<file path="config.mk">
export PLATFORM = sky130hd
export DESIGN_NAME = flash_program_verify_sequencer_flat
export DESIGN_NICKNAME = d
export VERILOG_FILES = /design/src/hw/rtl/fpvs_pkg.sv /design/src/hw/rtl/fpvs_req_if.sv /design/src/hw/rtl/fpvs_rsp_if.sv /design/src/hw/rtl/fpvs_ctrl.sv /design/src/hw/rtl/fpvs_datapath.sv /design/src/hw/rtl/flash_program_verify_sequencer.sv /design/src/flat_wrapper.sv
export SDC_FILE = /design/constraint.sdc
export NUM_CORES = 2
export LEC_CHECK = 0
export ABC_CLOCK_PERIOD_IN_PS = 7400
export BUFFER_PORTS_ARGS = -buffer_cell sky130_fd_sc_hd__buf_2
export CELL_PAD_IN_SITES_DETAIL_PLACEMENT = 1
export CELL_PAD_IN_SITES_GLOBAL_PLACEMENT = 2
export CORE_UTILIZATION = 51
export CTS_CLUSTER_DIAMETER = 40
export DETAILED_ROUTE_END_ITERATION = 6
export HOLD_SLACK_MARGIN = 0.15
export PLACE_DENSITY = 0.85
export SETUP_SLACK_MARGIN = 0.2
export SLEW_MARGIN = 40
export SYNTH_ARGS = -nofsm -noshare
export SYNTH_HDL_FRONTEND = slang
export SYNTH_SLANG_ARGS = --single-unit
</file>
<file path="constraint.sdc">
create_clock -name clk_i -period 7.4 [get_ports clk_i]
set_input_delay 1.11 -clock clk_i [delete_from_list [all_inputs] [get_ports clk_i]]
set_output_delay 1.11 -clock clk_i [all_outputs]
set_load 0.01 [all_outputs]
</file>
<file path="src/hw/rtl/fpvs_pkg.sv">
// Package for the flash program/verify sequencer: widths, codes, reset values
// and the command struct between controller and datapath. No dependencies.
`default_nettype none

package fpvs_pkg;

  localparam int PageBytes = 128;
  localparam int AddrW     = $clog2(PageBytes);
  localparam int IdxW      = 7;
  localparam int ByteW     = 8;
  localparam int PassW     = 10;
  localparam int ShortW    = 6;
  localparam int FuncW     = 2;
  localparam int StatW     = 2;
  localparam int CfgIdxW   = 3;
  localparam int CfgDataW  = 10;

  localparam logic [PassW-1:0]  CountMax         = 10'd1023;
  localparam logic [PassW-1:0]  MaxPassesReset   = 10'd1000;
  localparam logic [ShortW-1:0] ShortPassesReset = 6'd6;
  localparam logic [ByteW-1:0]  ShortWidthReset  = 8'd30;
  localparam logic [ByteW-1:0]  LongWidthReset   = 8'd200;

  typedef enum logic [FuncW-1:0] {
    FuncStart  = 2'd0,
    FuncLoad   = 2'd1,
    FuncRead   = 2'd2,
    FuncVerify = 2'd3
  } func_e;

  typedef enum logic [StatW-1:0] {
    StatBusy  = 2'd0,
    StatOk    = 2'd1,
    StatRetry = 2'd2,
    StatFail  = 2'd3
  } status_e;

  typedef enum logic [CfgIdxW-1:0] {
    CfgMaxPasses   = 3'd0,
    CfgShortPasses = 3'd1,
    CfgShortWidth  = 3'd2,
    CfgLongWidth   = 3'd3,
    CfgExtraWidth  = 3'd4
  } cfg_reg_e;

  typedef struct packed {
    logic capture;
    logic commit;
  } cmd_t;

endpackage

`default_nettype wire

</file>
<file path="src/hw/rtl/fpvs_req_if.sv">
// Request channel of the sequencer: valid/ready and one byte access request.
// Depends on fpvs_pkg.
`default_nettype none

interface fpvs_req_if;
  logic                         valid;
  logic                         ready;
  logic [fpvs_pkg::FuncW-1:0]   func;
  logic [fpvs_pkg::IdxW-1:0]    byte_index;
  logic [fpvs_pkg::ByteW-1:0]   data_in;
  logic                         last_byte;

  modport source (output valid, func, byte_index, data_in, last_byte, input ready);
  modport sink   (input valid, func, byte_index, data_in, last_byte, output ready);
endinterface

`default_nettype wire

</file>
<file path="src/hw/rtl/fpvs_rsp_if.sv">
// Result channel of the sequencer: valid/ready and one result per request.
// Depends on fpvs_pkg.
`default_nettype none

interface fpvs_rsp_if;
  logic                         valid;
  logic                         ready;
  logic [fpvs_pkg::ByteW-1:0]   data_out;
  logic [fpvs_pkg::StatW-1:0]   pass_status;
  logic [fpvs_pkg::ByteW-1:0]   pulse_width;
  logic                         extra_pulse;
  logic [fpvs_pkg::PassW-1:0]   pass_number;

  modport source (output valid, data_out, pass_status, pulse_width, extra_pulse,
                  pass_number, input ready);
  modport sink   (input valid, data_out, pass_status, pulse_width, extra_pulse,
                  pass_number, output ready);
endinterface

`default_nettype wire

</file>
<file path="src/hw/rtl/fpvs_ctrl.sv">
// Controller of the sequencer: takes a request, then commits it once the
// result register is free. Depends on fpvs_pkg.
`default_nettype none

module fpvs_ctrl (
  input  wire logic           clk_i,
  input  wire logic           rst_ni,
  input  wire logic           in_valid_i,
  output logic                in_ready_o,
  output logic                out_valid_o,
  input  wire logic           out_ready_i,
  output fpvs_pkg::cmd_t      cmd_o
);

  typedef enum logic {StIdle, StExec} state_e;

  state_e state_q, state_d;
  logic   out_valid_q, out_valid_d;

  always_comb begin
    in_ready_o     = (state_q == StIdle);
    cmd_o.capture  = in_valid_i && in_ready_o;
    cmd_o.commit   = (state_q == StExec) && (!out_valid_q || out_ready_i);
    state_d        = state_q;
    out_valid_d    = out_valid_q;
    if (out_ready_i) begin
      out_valid_d = 1'b0;
    end
    unique case (state_q)
      StIdle: begin
        if (cmd_o.capture) begin
          state_d = StExec;
        end
      end
      StExec: begin
        if (cmd_o.commit) begin
          state_d     = StIdle;
          out_valid_d = 1'b1;
        end
      end
      default: state_d = StIdle;
    endcase
  end

  always_ff @(posedge clk_i or negedge rst_ni) begin
    if (!rst_ni) begin
      state_q     <= StIdle;
      out_valid_q <= 1'b0;
    end else begin
      state_q     <= state_d;
      out_valid_q <= out_valid_d;
    end
  end

  assign out_valid_o = out_valid_q;

endmodule

`default_nettype wire

</file>
<file path="src/hw/rtl/fpvs_datapath.sv">
// Datapath of the sequencer: source and reprogram stores, pass state,
// configuration registers and the result register. Depends on fpvs_pkg.
`default_nettype none

module fpvs_datapath (
  input  wire logic                              clk_i,
  input  wire logic                              rst_ni,
  input  wire fpvs_pkg::cmd_t                    cmd_i,
  input  wire logic [fpvs_pkg::FuncW-1:0]        func_i,
  input  wire logic [fpvs_pkg::IdxW-1:0]         byte_index_i,
  input  wire logic [fpvs_pkg::ByteW-1:0]        data_in_i,
  input  wire logic                              last_byte_i,
  input  wire logic                              cfg_we_i,
  input  wire logic [fpvs_pkg::CfgIdxW-1:0]      cfg_idx_i,
  input  wire logic [fpvs_pkg::CfgDataW-1:0]     cfg_wdata_i,
  output logic [fpvs_pkg::ByteW-1:0]             data_out_o,
  output logic [fpvs_pkg::StatW-1:0]             pass_status_o,
  output logic [fpvs_pkg::ByteW-1:0]             pulse_width_o,
  output logic                                   extra_pulse_o,
  output logic [fpvs_pkg::PassW-1:0]             pass_number_o
);

  localparam int AddrW = fpvs_pkg::AddrW;
  localparam int ByteW = fpvs_pkg::ByteW;
  localparam int PassW = fpvs_pkg::PassW;

  logic [ByteW-1:0] src_mem [fpvs_pkg::PageBytes];
  logic [ByteW-1:0] rep_mem [fpvs_pkg::PageBytes];

  // captured request
  fpvs_pkg::func_e  func_q;
  logic [AddrW-1:0] addr_q;
  logic             in_page_q;
  logic [ByteW-1:0] data_q;
  logic             last_q;
  logic [ByteW-1:0] src_rd_q, rep_rd_q;

  // configuration
  logic [PassW-1:0]            max_passes_q;
  logic [fpvs_pkg::ShortW-1:0] short_passes_q;
  logic [ByteW-1:0]            short_width_q, long_width_q;

  // pass state
  logic [PassW-1:0]  pass_q, pass_d;
  logic              matched_q, matched_d;
  fpvs_pkg::status_e status_q, status_d;

  logic [ByteW-1:0] src_b, old_b, dout, rep_wdata;
  logic [PassW-1:0] next_cnt;
  logic             extra, src_we, rep_we, matched_now;
  logic [AddrW-1:0] addr_in;
  logic             in_page_in;

  assign addr_in    = AddrW'(byte_index_i);
  assign in_page_in = (32'(byte_index_i) < 32'(fpvs_pkg::PageBytes));

  always_ff @(posedge clk_i) begin
    if (cmd_i.capture) begin
      func_q    <= fpvs_pkg::func_e'(func_i);
      addr_q    <= addr_in;
      in_page_q <= in_page_in;
      data_q    <= data_in_i;
      last_q    <= last_byte_i;
      src_rd_q  <= src_mem[addr_in];
      rep_rd_q  <= rep_mem[addr_in];
    end
  end

  always_ff @(posedge clk_i) begin
    if (cmd_i.commit && src_we) begin
      src_mem[addr_q] <= data_q;
    end
    if (cmd_i.commit && rep_we) begin
      rep_mem[addr_q] <= rep_wdata;
    end
  end

  // bytes beyond the page read as zero
  assign src_b = in_page_q ? src_rd_q : '0;
  assign old_b = in_page_q ? rep_rd_q : '0;

  always_comb begin
    pass_d      = pass_q;
    matched_d   = matched_q;
    status_d    = status_q;
    dout        = '0;
    extra       = 1'b0;
    src_we      = 1'b0;
    rep_we      = 1'b0;
    rep_wdata   = data_q;
    matched_now = matched_q && (src_b == data_q);
    next_cnt    = (pass_q < fpvs_pkg::CountMax) ? pass_q + PassW'(1) : fpvs_pkg::CountMax;
    unique case (func_q)
      fpvs_pkg::FuncStart: begin
        pass_d    = '0;
        matched_d = 1'b1;
        status_d  = fpvs_pkg::StatBusy;
      end
      fpvs_pkg::FuncLoad: begin
        src_we = in_page_q;
        rep_we = in_page_q;
      end
      fpvs_pkg::FuncRead: begin
        dout = old_b;
      end
      fpvs_pkg::FuncVerify: begin
        dout      = old_b | data_q;
        rep_we    = in_page_q;
        rep_wdata = src_b | ~data_q;
        matched_d = matched_now;
        // a finished page ignores the end-of-pass marker
        if (last_q && status_q != fpvs_pkg::StatOk && status_q != fpvs_pkg::StatFail) begin
          extra     = (pass_q < PassW'(short_passes_q));
          pass_d    = next_cnt;
          matched_d = 1'b1;
          if (matched_now) begin
            status_d = fpvs_pkg::StatOk;
          end else if (next_cnt >= max_passes_q) begin
            status_d = fpvs_pkg::StatFail;
          end else begin
            status_d = fpvs_pkg::StatRetry;
          end
        end
      end
      default: ;
    endcase
  end

  always_ff @(posedge clk_i or negedge rst_ni) begin
    if (!rst_ni) begin
      pass_q         <= '0;
      matched_q      <= 1'b1;
      status_q       <= fpvs_pkg::StatBusy;
      max_passes_q   <= fpvs_pkg::MaxPassesReset;
      short_passes_q <= fpvs_pkg::ShortPassesReset;
      short_width_q  <= fpvs_pkg::ShortWidthReset;
      long_width_q   <= fpvs_pkg::LongWidthReset;
    end else begin
      if (cmd_i.commit) begin
        pass_q    <= pass_d;
        matched_q <= matched_d;
        status_q  <= status_d;
      end
      if (cfg_we_i) begin
        unique case (fpvs_pkg::cfg_reg_e'(cfg_idx_i))
          fpvs_pkg::CfgMaxPasses:   max_passes_q   <= cfg_wdata_i;
          fpvs_pkg::CfgShortPasses: short_passes_q <= cfg_wdata_i[fpvs_pkg::ShortW-1:0];
          fpvs_pkg::CfgShortWidth:  short_width_q  <= cfg_wdata_i[ByteW-1:0];
          fpvs_pkg::CfgLongWidth:   long_width_q   <= cfg_wdata_i[ByteW-1:0];
          // extra pulse width is applied by the caller; nothing here uses it
          fpvs_pkg::CfgExtraWidth:  ;
          default: ;
        endcase
      end
    end
  end

  always_ff @(posedge clk_i) begin
    if (cmd_i.commit) begin
      data_out_o    <= dout;
      pass_status_o <= status_d;
      pulse_width_o <= (pass_d < PassW'(short_passes_q)) ? short_width_q : long_width_q;
      extra_pulse_o <= extra;
      pass_number_o <= pass_d;
    end
  end

endmodule

`default_nettype wire

</file>
<file path="src/hw/rtl/flash_program_verify_sequencer.sv">
// Flash program/verify sequencer, top level: controller plus datapath.
// A taken request has its store reads registered; its outcome then enters the
// result register on commit, later while the previous result is still held.
// A new request is taken only once the previous one is committed, due to the
// registered store read ahead of the read-modify-write of the reprogram store.
// Reset: pass count and status cleared, match flag set, registers to defaults;
// page stores are undefined until loaded. Depends on fpvs_pkg and the ifs.
`default_nettype none

module flash_program_verify_sequencer (
  input  wire logic                           clk_i,
  input  wire logic                           rst_ni,
  fpvs_req_if.sink                            in_req,
  fpvs_rsp_if.source                          out_rsp,
  input  wire logic                           cfg_we_i,
  input  wire logic [fpvs_pkg::CfgIdxW-1:0]   cfg_idx_i,
  input  wire logic [fpvs_pkg::CfgDataW-1:0]  cfg_wdata_i
);

  fpvs_pkg::cmd_t cmd;
  logic           in_ready, out_valid;

  // Controller: idle until a request arrives, then hold it until the result
  // register can take the outcome. The next request may be taken while the
  // previous result still waits at the output.
  fpvs_ctrl u_ctrl (
    .clk_i       (clk_i),
    .rst_ni      (rst_ni),
    .in_valid_i  (in_req.valid),
    .in_ready_o  (in_ready),
    .out_valid_o (out_valid),
    .out_ready_i (out_rsp.ready),
    .cmd_o       (cmd)
  );

  // Datapath: read both stores on capture, compute and write back on commit.
  fpvs_datapath u_datapath (
    .clk_i         (clk_i),
    .rst_ni        (rst_ni),
    .cmd_i         (cmd),
    .func_i        (in_req.func),
    .byte_index_i  (in_req.byte_index),
    .data_in_i     (in_req.data_in),
    .last_byte_i   (in_req.last_byte),
    .cfg_we_i      (cfg_we_i),
    .cfg_idx_i     (cfg_idx_i),
    .cfg_wdata_i   (cfg_wdata_i),
    .data_out_o    (out_rsp.data_out),
    .pass_status_o (out_rsp.pass_status),
    .pulse_width_o (out_rsp.pulse_width),
    .extra_pulse_o (out_rsp.extra_pulse),
    .pass_number_o (out_rsp.pass_number)
  );

  assign in_req.ready  = in_ready;
  assign out_rsp.valid = out_valid;

  // A taken request occupies the block for the following cycle.
  a_busy_after_take: assert property (@(posedge clk_i) disable iff (!rst_ni)
    (in_req.valid && in_req.ready) |=> !in_req.ready)
    else $error("request taken while the previous one is in flight");

  // An extra pulse only comes with the end of a pass, never with busy status.
  a_extra_ends_pass: assert property (@(posedge clk_i) disable iff (!rst_ni)
    (out_rsp.valid && out_rsp.extra_pulse) |-> (out_rsp.pass_status != fpvs_pkg::StatBusy))
    else $error("extra pulse reported without a pass outcome");

  // A pass that ended has been counted.
  a_extra_counted: assert property (@(posedge clk_i) disable iff (!rst_ni)
    (out_rsp.valid && out_rsp.extra_pulse) |-> (out_rsp.pass_number != '0))
    else $error("extra pulse reported with a zero pass count");

endmodule

`default_nettype wire
</file>
<file path="src/flat_wrapper.sv">
// flat-port wrapper written by rule: the top's interface ports become plain ports
module flash_program_verify_sequencer_flat 
  (clk_i, rst_ni, cfg_we_i, cfg_idx_i, cfg_wdata_i, in_req_valid, in_req_func, in_req_byte_index, in_req_data_in, in_req_last_byte, in_req_ready, out_rsp_valid, out_rsp_data_out, out_rsp_pass_status, out_rsp_pulse_width, out_rsp_extra_pulse, out_rsp_pass_number, out_rsp_ready);
  fpvs_req_if in_req_i ();
  fpvs_rsp_if out_rsp_i ();
  input  wire logic clk_i;
  input  wire logic rst_ni;
  input  wire logic cfg_we_i;
  input  wire logic [fpvs_pkg::CfgIdxW-1:0] cfg_idx_i;
  input  wire logic [fpvs_pkg::CfgDataW-1:0] cfg_wdata_i;
  input wire logic [$bits(in_req_i.valid)-1:0] in_req_valid;
  input wire logic [$bits(in_req_i.func)-1:0] in_req_func;
  input wire logic [$bits(in_req_i.byte_index)-1:0] in_req_byte_index;
  input wire logic [$bits(in_req_i.data_in)-1:0] in_req_data_in;
  input wire logic [$bits(in_req_i.last_byte)-1:0] in_req_last_byte;
  output wire logic [$bits(in_req_i.ready)-1:0] in_req_ready;
  output wire logic [$bits(out_rsp_i.valid)-1:0] out_rsp_valid;
  output wire logic [$bits(out_rsp_i.data_out)-1:0] out_rsp_data_out;
  output wire logic [$bits(out_rsp_i.pass_status)-1:0] out_rsp_pass_status;
  output wire logic [$bits(out_rsp_i.pulse_width)-1:0] out_rsp_pulse_width;
  output wire logic [$bits(out_rsp_i.extra_pulse)-1:0] out_rsp_extra_pulse;
  output wire logic [$bits(out_rsp_i.pass_number)-1:0] out_rsp_pass_number;
  input wire logic [$bits(out_rsp_i.ready)-1:0] out_rsp_ready;
  assign in_req_i.valid = in_req_valid;
  assign in_req_i.func = in_req_func;
  assign in_req_i.byte_index = in_req_byte_index;
  assign in_req_i.data_in = in_req_data_in;
  assign in_req_i.last_byte = in_req_last_byte;
  assign in_req_ready = in_req_i.ready;
  assign out_rsp_valid = out_rsp_i.valid;
  assign out_rsp_data_out = out_rsp_i.data_out;
  assign out_rsp_pass_status = out_rsp_i.pass_status;
  assign out_rsp_pulse_width = out_rsp_i.pulse_width;
  assign out_rsp_extra_pulse = out_rsp_i.extra_pulse;
  assign out_rsp_pass_number = out_rsp_i.pass_number;
  assign out_rsp_i.ready = out_rsp_ready;
  flash_program_verify_sequencer u_core (.clk_i(clk_i), .rst_ni(rst_ni), .in_req(in_req_i), .out_rsp(out_rsp_i), .cfg_we_i(cfg_we_i), .cfg_idx_i(cfg_idx_i), .cfg_wdata_i(cfg_wdata_i));
endmodule
</file>
**After elaboration in Yosys (flattened, before gate mapping)**

Memories as Yosys holds them, arrays and structs flattened. A register that Yosys moved wholly into a read port is not among the register bits.
Index checks and enable logic that the tools add are counted.

- Register bits: 94
- Bits in latches: 0
- Bits in writable memories: 2048
- ROM bits: 0
- Input port bits: 36
- Output and inout bits: 31
- Logic and storage cells: 81
- Memories: 2

- Add/subtract/negate cells: 1
- Multipliers: 0
- Div/mod/pow operators: 0
- Order comparisons: 4
- Equality and inequality tests: 9
- Shifts and indexed selects: 0
- Mux-type cells: 24
- Bitwise gates (word level): 4
- Reductions and logical operators: 19

Memories:

| memory | words | width | rd ports | clocked after Yosys merged registers in | write ports | RTL line | RTL |
|---|---|---|---|---|---|---|---|
| u_core.u_datapath.rep_mem | 128 | 8 | 1 | 1 | 1 | fpvs_datapath.sv:28 | `logic [ByteW-1:0] rep_mem [fpvs_pkg::PageBytes];` |
| u_core.u_datapath.src_mem | 128 | 8 | 1 | 1 | 1 | fpvs_datapath.sv:27 | `logic [ByteW-1:0] src_mem [fpvs_pkg::PageBytes];` |

Operators by type and width:

| operator | number |
|---|---|
| $lt 10x6->1 | 2 |
| $mux 10 | 2 |
| $pmux 10 s2 | 1 |
| $mux 8 | 2 |
| $or 8x8->8 | 2 |
| $pmux 8 s2 | 1 |
| $mux 1 | 13 |
| $reduce_and 2->1 | 6 |
| $add 10x1->10 const B | 1 |
| $ge 10x10->1 | 1 |
| $lt 10x10->1 const B | 1 |
| $eq 8x8->1 | 1 |
| $not 8->8 | 1 |
| $logic_and 1x1->1 | 7 |
| $eq 3x2->1 const B | 2 |
| $eq 2x2->1 const B | 2 |
| $mux 2 | 2 |
| $pmux 1 s2 | 2 |
| $pmux 2 s2 | 1 |
| $eq 3x1->1 const B | 1 |
| $logic_not 3->1 | 1 |
| $eq 2x1->1 const B | 1 |
| $logic_not 2->1 | 1 |
| $ne 2x1->1 const B | 1 |
| other kinds (6) | 6 |

**Longest topological paths before layout**

- Depth after elaboration: 7
- Depth in mapped cells: 15
- Depth with buffers taken out: 14

**Hierarchy**

From an unflattened synthesis, not the netlist that was laid out.

- Cell total of the unflattened synthesis: 4420
- Area, all modules: 85376.9 um^2

By module, submodules not included:

| module | times used | cells an instance | area each (um^2) | sequential area each (um^2) |
|---|---|---|---|---|
| fpvs_datapath | 1 | 4412 | 85288.0 | 64536.9 |
| fpvs_ctrl | 1 | 8 | 88.8 | 50.0 |

**Least setup slack after synthesis**

OpenSTA, ideal clock, no wires.

- Path kind: reg-to-reg
- Start: register u_core.u_datapath.data_q[0]
- End: memory u_core.u_datapath.rep_mem[0][0] (data pin)
- Data arrival time: 5446 ps
- Data required time: 6479 ps
- Setup slack: 1033 ps
- Cell stages (with the launch flop): 3
- Path buffers: 0
- Clock period less this slack: 6367 ps
- Path through: edfxtp_1 -> inv_1 -> mux2i_1

- Cells in the longest elaborated chain, start to end: 3

Ends and longest elaborated chain:

| what | RTL line | RTL |
|---|---|---|
| from (decl) | fpvs_datapath.sv:34 | `logic [ByteW-1:0] data_q;` |
| from (signal assigned) | fpvs_datapath.sv:62 | `data_q <= data_in_i;` |
| $not 8->8 | fpvs_datapath.sv:109 | `rep_wdata = src_b \| ~data_q;` |
| $or 8x8->8 | fpvs_datapath.sv:109 |  |
| $mux 8 * | fpvs_datapath.sv:93 | `unique case (func_q)` |
| net u_core.u_datapath.rep_wdata[0] | fpvs_datapath.sv:48 | `logic [ByteW-1:0] src_b, old_b, dout, rep_wdata;` |
| to (decl) | fpvs_datapath.sv:28 |  |

Mark *: on every way through the listed nets, which the timed path passes. The rest lies on a longest branch.

**Final worst setup path**

- Start: register u_core.u_datapath.pass_q[0]
- End: register u_core.u_datapath.pulse_width_o[7] in the netlist's numbering (data pin)

- Cells in the longest elaborated chain, start to end: 6
- Elaborated cells between the ends (all ways): 7
- Those cells by class: add/sub: 1; order compare: 2; mux: 4

Ends and longest elaborated chain:

| what | RTL line | RTL |
|---|---|---|
| from (decl) | fpvs_datapath.sv:44 | `logic [PassW-1:0] pass_q, pass_d;` |
| from (signal assigned) | fpvs_datapath.sv:140 | `pass_q <= pass_d;` |
| $add 10x1->10 or $lt 10x10->1 (tied branches) | fpvs_datapath.sv:92 | `next_cnt = (pass_q < fpvs_pkg::CountMax) ? pass_q + PassW'(1) : fpvs_pkg::CountMax;` |
| $mux 10 * | fpvs_datapath.sv:92 |  |
| $mux 10 * | fpvs_datapath.sv:112 | `if (last_q && status_q != fpvs_pkg::StatOk && status_q != fpvs_pkg::StatFail) begin` |
| $pmux 10 s2 * | fpvs_datapath.sv:93 |  |
| net u_core.u_datapath.pass_d[3] | fpvs_datapath.sv:44 |  |
| $lt 10x6->1 * | fpvs_datapath.sv:162 | `pulse_width_o <= (pass_d < PassW'(short_passes_q)) ? short_width_q : long_width_q;` |
| $mux 8 * | fpvs_datapath.sv:162 |  |
| to (signal assigned) | fpvs_datapath.sv:162 |  |
| to (decl) | fpvs_datapath.sv:18 | `output logic [fpvs_pkg::ByteW-1:0] pulse_width_o,` |

Marks and branches as above.
A chain may end at the register's enable or synchronous reset.

==> impl_metrics.json <==
{
  "syn_nets": 4022,
  "grt_setup_unrepaired": "false",
  "dieHeight_um": 408.2,
  "tightest_slew_ps": 883.6,
  "clkTransAtPathRegs_ps": 60,
  "grt_start_max_net_pins": 129,
  "ys_ff_latch": 2158,
  "synth_top_area_frac": 0.7533,
  "ys_async_sr_fraction": 0.02178,
  "crit_path_cell_trace": "ha_1 > nand3_2 > nor2_1 > nand3_1 > a21oi_1 > nor2_1 > a211oi_1 > ha_1 > a21o_1 > a21o_1 > a21oi_1 > o41ai_1 > nor4b_4 > mux2_2",
  "p_int_mw": 21.00,
  "max_freq_ghz": 0.2027,
  "synth-edff-count": 2111,
  "fp.dieArea_um2": 166600,
  "critPathKind": "reg -> reg",
  "dp.cells": 6088,
  "die_w_um": 408.2,
  "required_ps": 8000,
  "htree_levels": 4,
  "synth-main-ff-cell": "edfxtp_1",
  "io_buffers": 66,
  "synth_top_area_cell": "edfxtp_1",
  "grt_pass1_vias": 43580,
  "drtAntennaViolNets": 0,
  "cp.arrival_ps": 5540,
  "critPathSlowestCell": "nor4b_4",
  "p_sw_mw": 6.141,
  "min_period_ps": 4933,
  "ys_seq_area_frac": 0.7675,
  "cts_setup_buffers": 0,
  "fin_skew_ps": 39.64,
  "io_pins": 67,
  "p_sw_frac": 0.2263,
  "p_clk_frac": 0.434,
  "ctsHoldBuffers": 0,
  "avgSynthCellArea_um2": 21.28,
  "nNetsFinal": 4217,
  "hold_viol": 0,
  "ctsRootBufferMaster": "clkbuf_16",
  "wirelength_mm": 214.4,
  "drtPass1Iterations": 6,
  "hp-class": "in -> async",
  "start_util": 0.5152,
  "synth_area_leaders": "edfxtp_1 (75%), mux4_2 (14%), mux2i_1 (3.1%)",
  "vias": 41560,
  "drc": 0,
  "final_common_cell": "edfxtp_1",
  "vdd_drop_max_v": 0.0002843,
  "drive_gt1_frac": 0.2732,
  "setup_tns_ps": 0,
  "drv_cap": 0,
  "yosys.cell_types.count": 53,
  "grt_overflow": 0,
  "cts_sinks": 2158,
  "antenna_found_initial": 7,
  "rows": 148,
  "drtIter0Drc": 4958,
  "area_growth_pct": 13.72,
  "instances_no_fill": 6532,
  "clock_path_buffers": 3,
  "core_um2": 163300,
  "post-route-period-util": 0.6666,
  "grt_pass1_wl_mm": 312.5,
  "place_congestion": 0.8357,
  "layout_common_cells": "edfxtp_1 (2111), mux4_2 (512), nor2_1 (263), mux2i_1 (256), clkbuf_16 (233)",
  "cts_tree": "yes",
  "status": "completed",
  "finalSetupViolCount": 0,
  "dp_hpwl_mm": 125.5,
  "slowest_delay_ps": 740,
  "fin_util": 0.5859,
  "cts_buffers": 231,
  "end_kind": "register",
  "leakage_nw": 30.56,
  "grt_util_all_layers": 0.2596,
  "drt-wirelength-per-cell_um": 32.82,
  "yosysWarnings": 0,
  "startpoint_type": "register",
  "cts_resized": 0,
  "comb_power_share": 0.058,
  "finalMaxSlewViolations": 0,
  "syn_inst": 3954,
  "maxSlewHeadroom": 0.4087,
  "vias_per_cell": 6.363,
  "crit_fanout": 13,
  "netlist_area_um2": 84150,
  "insertion_delay_ps": 880,
  "powerDensity_nw_per_um2": 283.6,
  "seq_power_share": 0.507
}
power by group through the flow:
stage                     Combinational [mW]  Clock (mW)  Sequential (mW)
after floorplan                        0.849           0             14.1
after global placement                  1.49           0             14.0
after detailed placement                1.56           0             14.0
after CTS                               1.58        11.9             13.8
after global routing                    1.67        12.3             13.8
final                                   1.58        11.8             13.8
final timing paths:
check,to,from,slack (ps),cells past startpoint
worst min-delay path,u_core.u_datapath.short_width_q[0]$_DFFE_PN0P_,rst_ni,360,2
worst max register to register,u_core.u_datapath.pulse_width_o[7]$_DFFE_PP_,u_core.u_datapath.pass_q[0]$_DFFE_PN0P_,2470,14
worst max-delay path,u_core.u_datapath.pulse_width_o[7]$_DFFE_PP_,u_core.u_datapath.pass_q[0]$_DFFE_PN0P_,2470,14
max in group asynchronous,u_core.u_ctrl.out_valid_o$_DFF_PN0_,rst_ni,6600,2
worst min register to register,u_core.u_datapath.long_width_q[0]$_DFFE_PN0P_,u_core.u_datapath.long_width_q[0]$_DFFE_PN0P_,510,1
min in group clk_i,u_core.u_datapath.data_q[3]$_DFFE_PP_,in_req_data_in[3],410,1
synthesized netlist by cell type, drive strengths merged, types with 2 or more instances:
master,number
dfstp,16
a221oi,2
mux4,512
nor2b,9
nor2,321
a211oi,2
nand3,18
ha,32
nor4bb,2
and2,2
nand4,40
edfxtp,2111
mux2i,264
clkbuf,113
a21oi,28
nand2b,9
nor4,4
mux2,29
a21o,13
o31ai,2
a22oi,128
nand2,62
or3,2
nor3,11
a22o,2
nand3b,2
nand4b,3
o21ai,27
dfrtp,31
o21a,3
and3,2
inv,39
a31oi,2
buf,96
nor4b,2
per-stage QoR:
step | power, mW | cell area, µm² | setup slack (ps) | hold WS [ps]
after CTS | 27.25 | 95430 | 2502 | 325.6
final | 27.14 | 95690 | 2467 | 356.1
after global routing | 27.74 | 95680 | 2143 | 377.9
after detailed placement | 15.59 | 87600 | 2555 | 495.4
after floorplan | 14.97 | 84150 | 1033 | 434.7
after global placement | 15.51 | 87340 | 2646 | 488.3
metal layers:
layer / share of wire / up-vias / GRT usage
met2: 0.51 / 2065 / 0.4296
met3: 0.075 / 323 / 0.04123
met5: 0 / - / 0
met4: 0.027 / 0 / 0.08027
met1: 0.39 / 22320 / 0.3578
li1: - / 16860 / -
critical path, delay by kind of cell (launching register included):
family / cells / cell delay, ps
AOI/OAI and AO/OA: 6 / 1370
adders and majority gates: 2 / 650
DFF: 1 / 490
muxes: 1 / 420
and+or+nand+nor: 5 / 1720
cells by family (layout without fill, tap and decap cells):
group / Yosys count / count (layout) / synth area share
xor+xnor: 2 / 2 / 0.0002082
other cells: 0 / 5 / 0
mux: 805 / 805 / 0.1723
flops: 2158 / 2158 / 0.7675
simple gates: 492 / 492 / 0.02531
compound gates: 217 / 217 / 0.01790
fa+ha+maj: 32 / 32 / 0.004758
buf+inv: 248 / 646 / 0.01195
final cells by class:
| type | instances | area (µm²) |
|---|---|---|
| fill | 13660 | 67640 |
| tap | 2175 | 2721 |
| sequential | 2158 | 64590 |
| timing repair buffer | 171 | 1498 |
| clock buffer | 265 | 5951 |
| inverter | 39 | 146.4 |
| clock inverter | 171 | 1878 |
| antenna | 5 | 12.51 |
| multi-input combinational | 1548 | 18900 |
registers in the layout, summed over array words and instances, names as in the netlist, 6 cells and up:
name / flops
u_core.u_datapath.data_out_o: 8
u_core.u_datapath.long_width_q: 8
u_core.u_datapath.max_passes_q: 10
u_core.u_datapath.short_passes_q: 6
u_core.u_datapath.rep_mem: 1024
u_core.u_datapath.data_q: 8
u_core.u_datapath.short_width_q: 8
u_core.u_datapath.src_rd_q: 8
u_core.u_datapath.pass_number_o: 10
u_core.u_datapath.pulse_width_o: 8
u_core.u_datapath.addr_q: 7
u_core.u_datapath.rep_rd_q: 8
u_core.u_datapath.pass_q: 10
u_core.u_datapath.src_mem: 1024
Note: power is estimated with default switching activity, not from simulation.
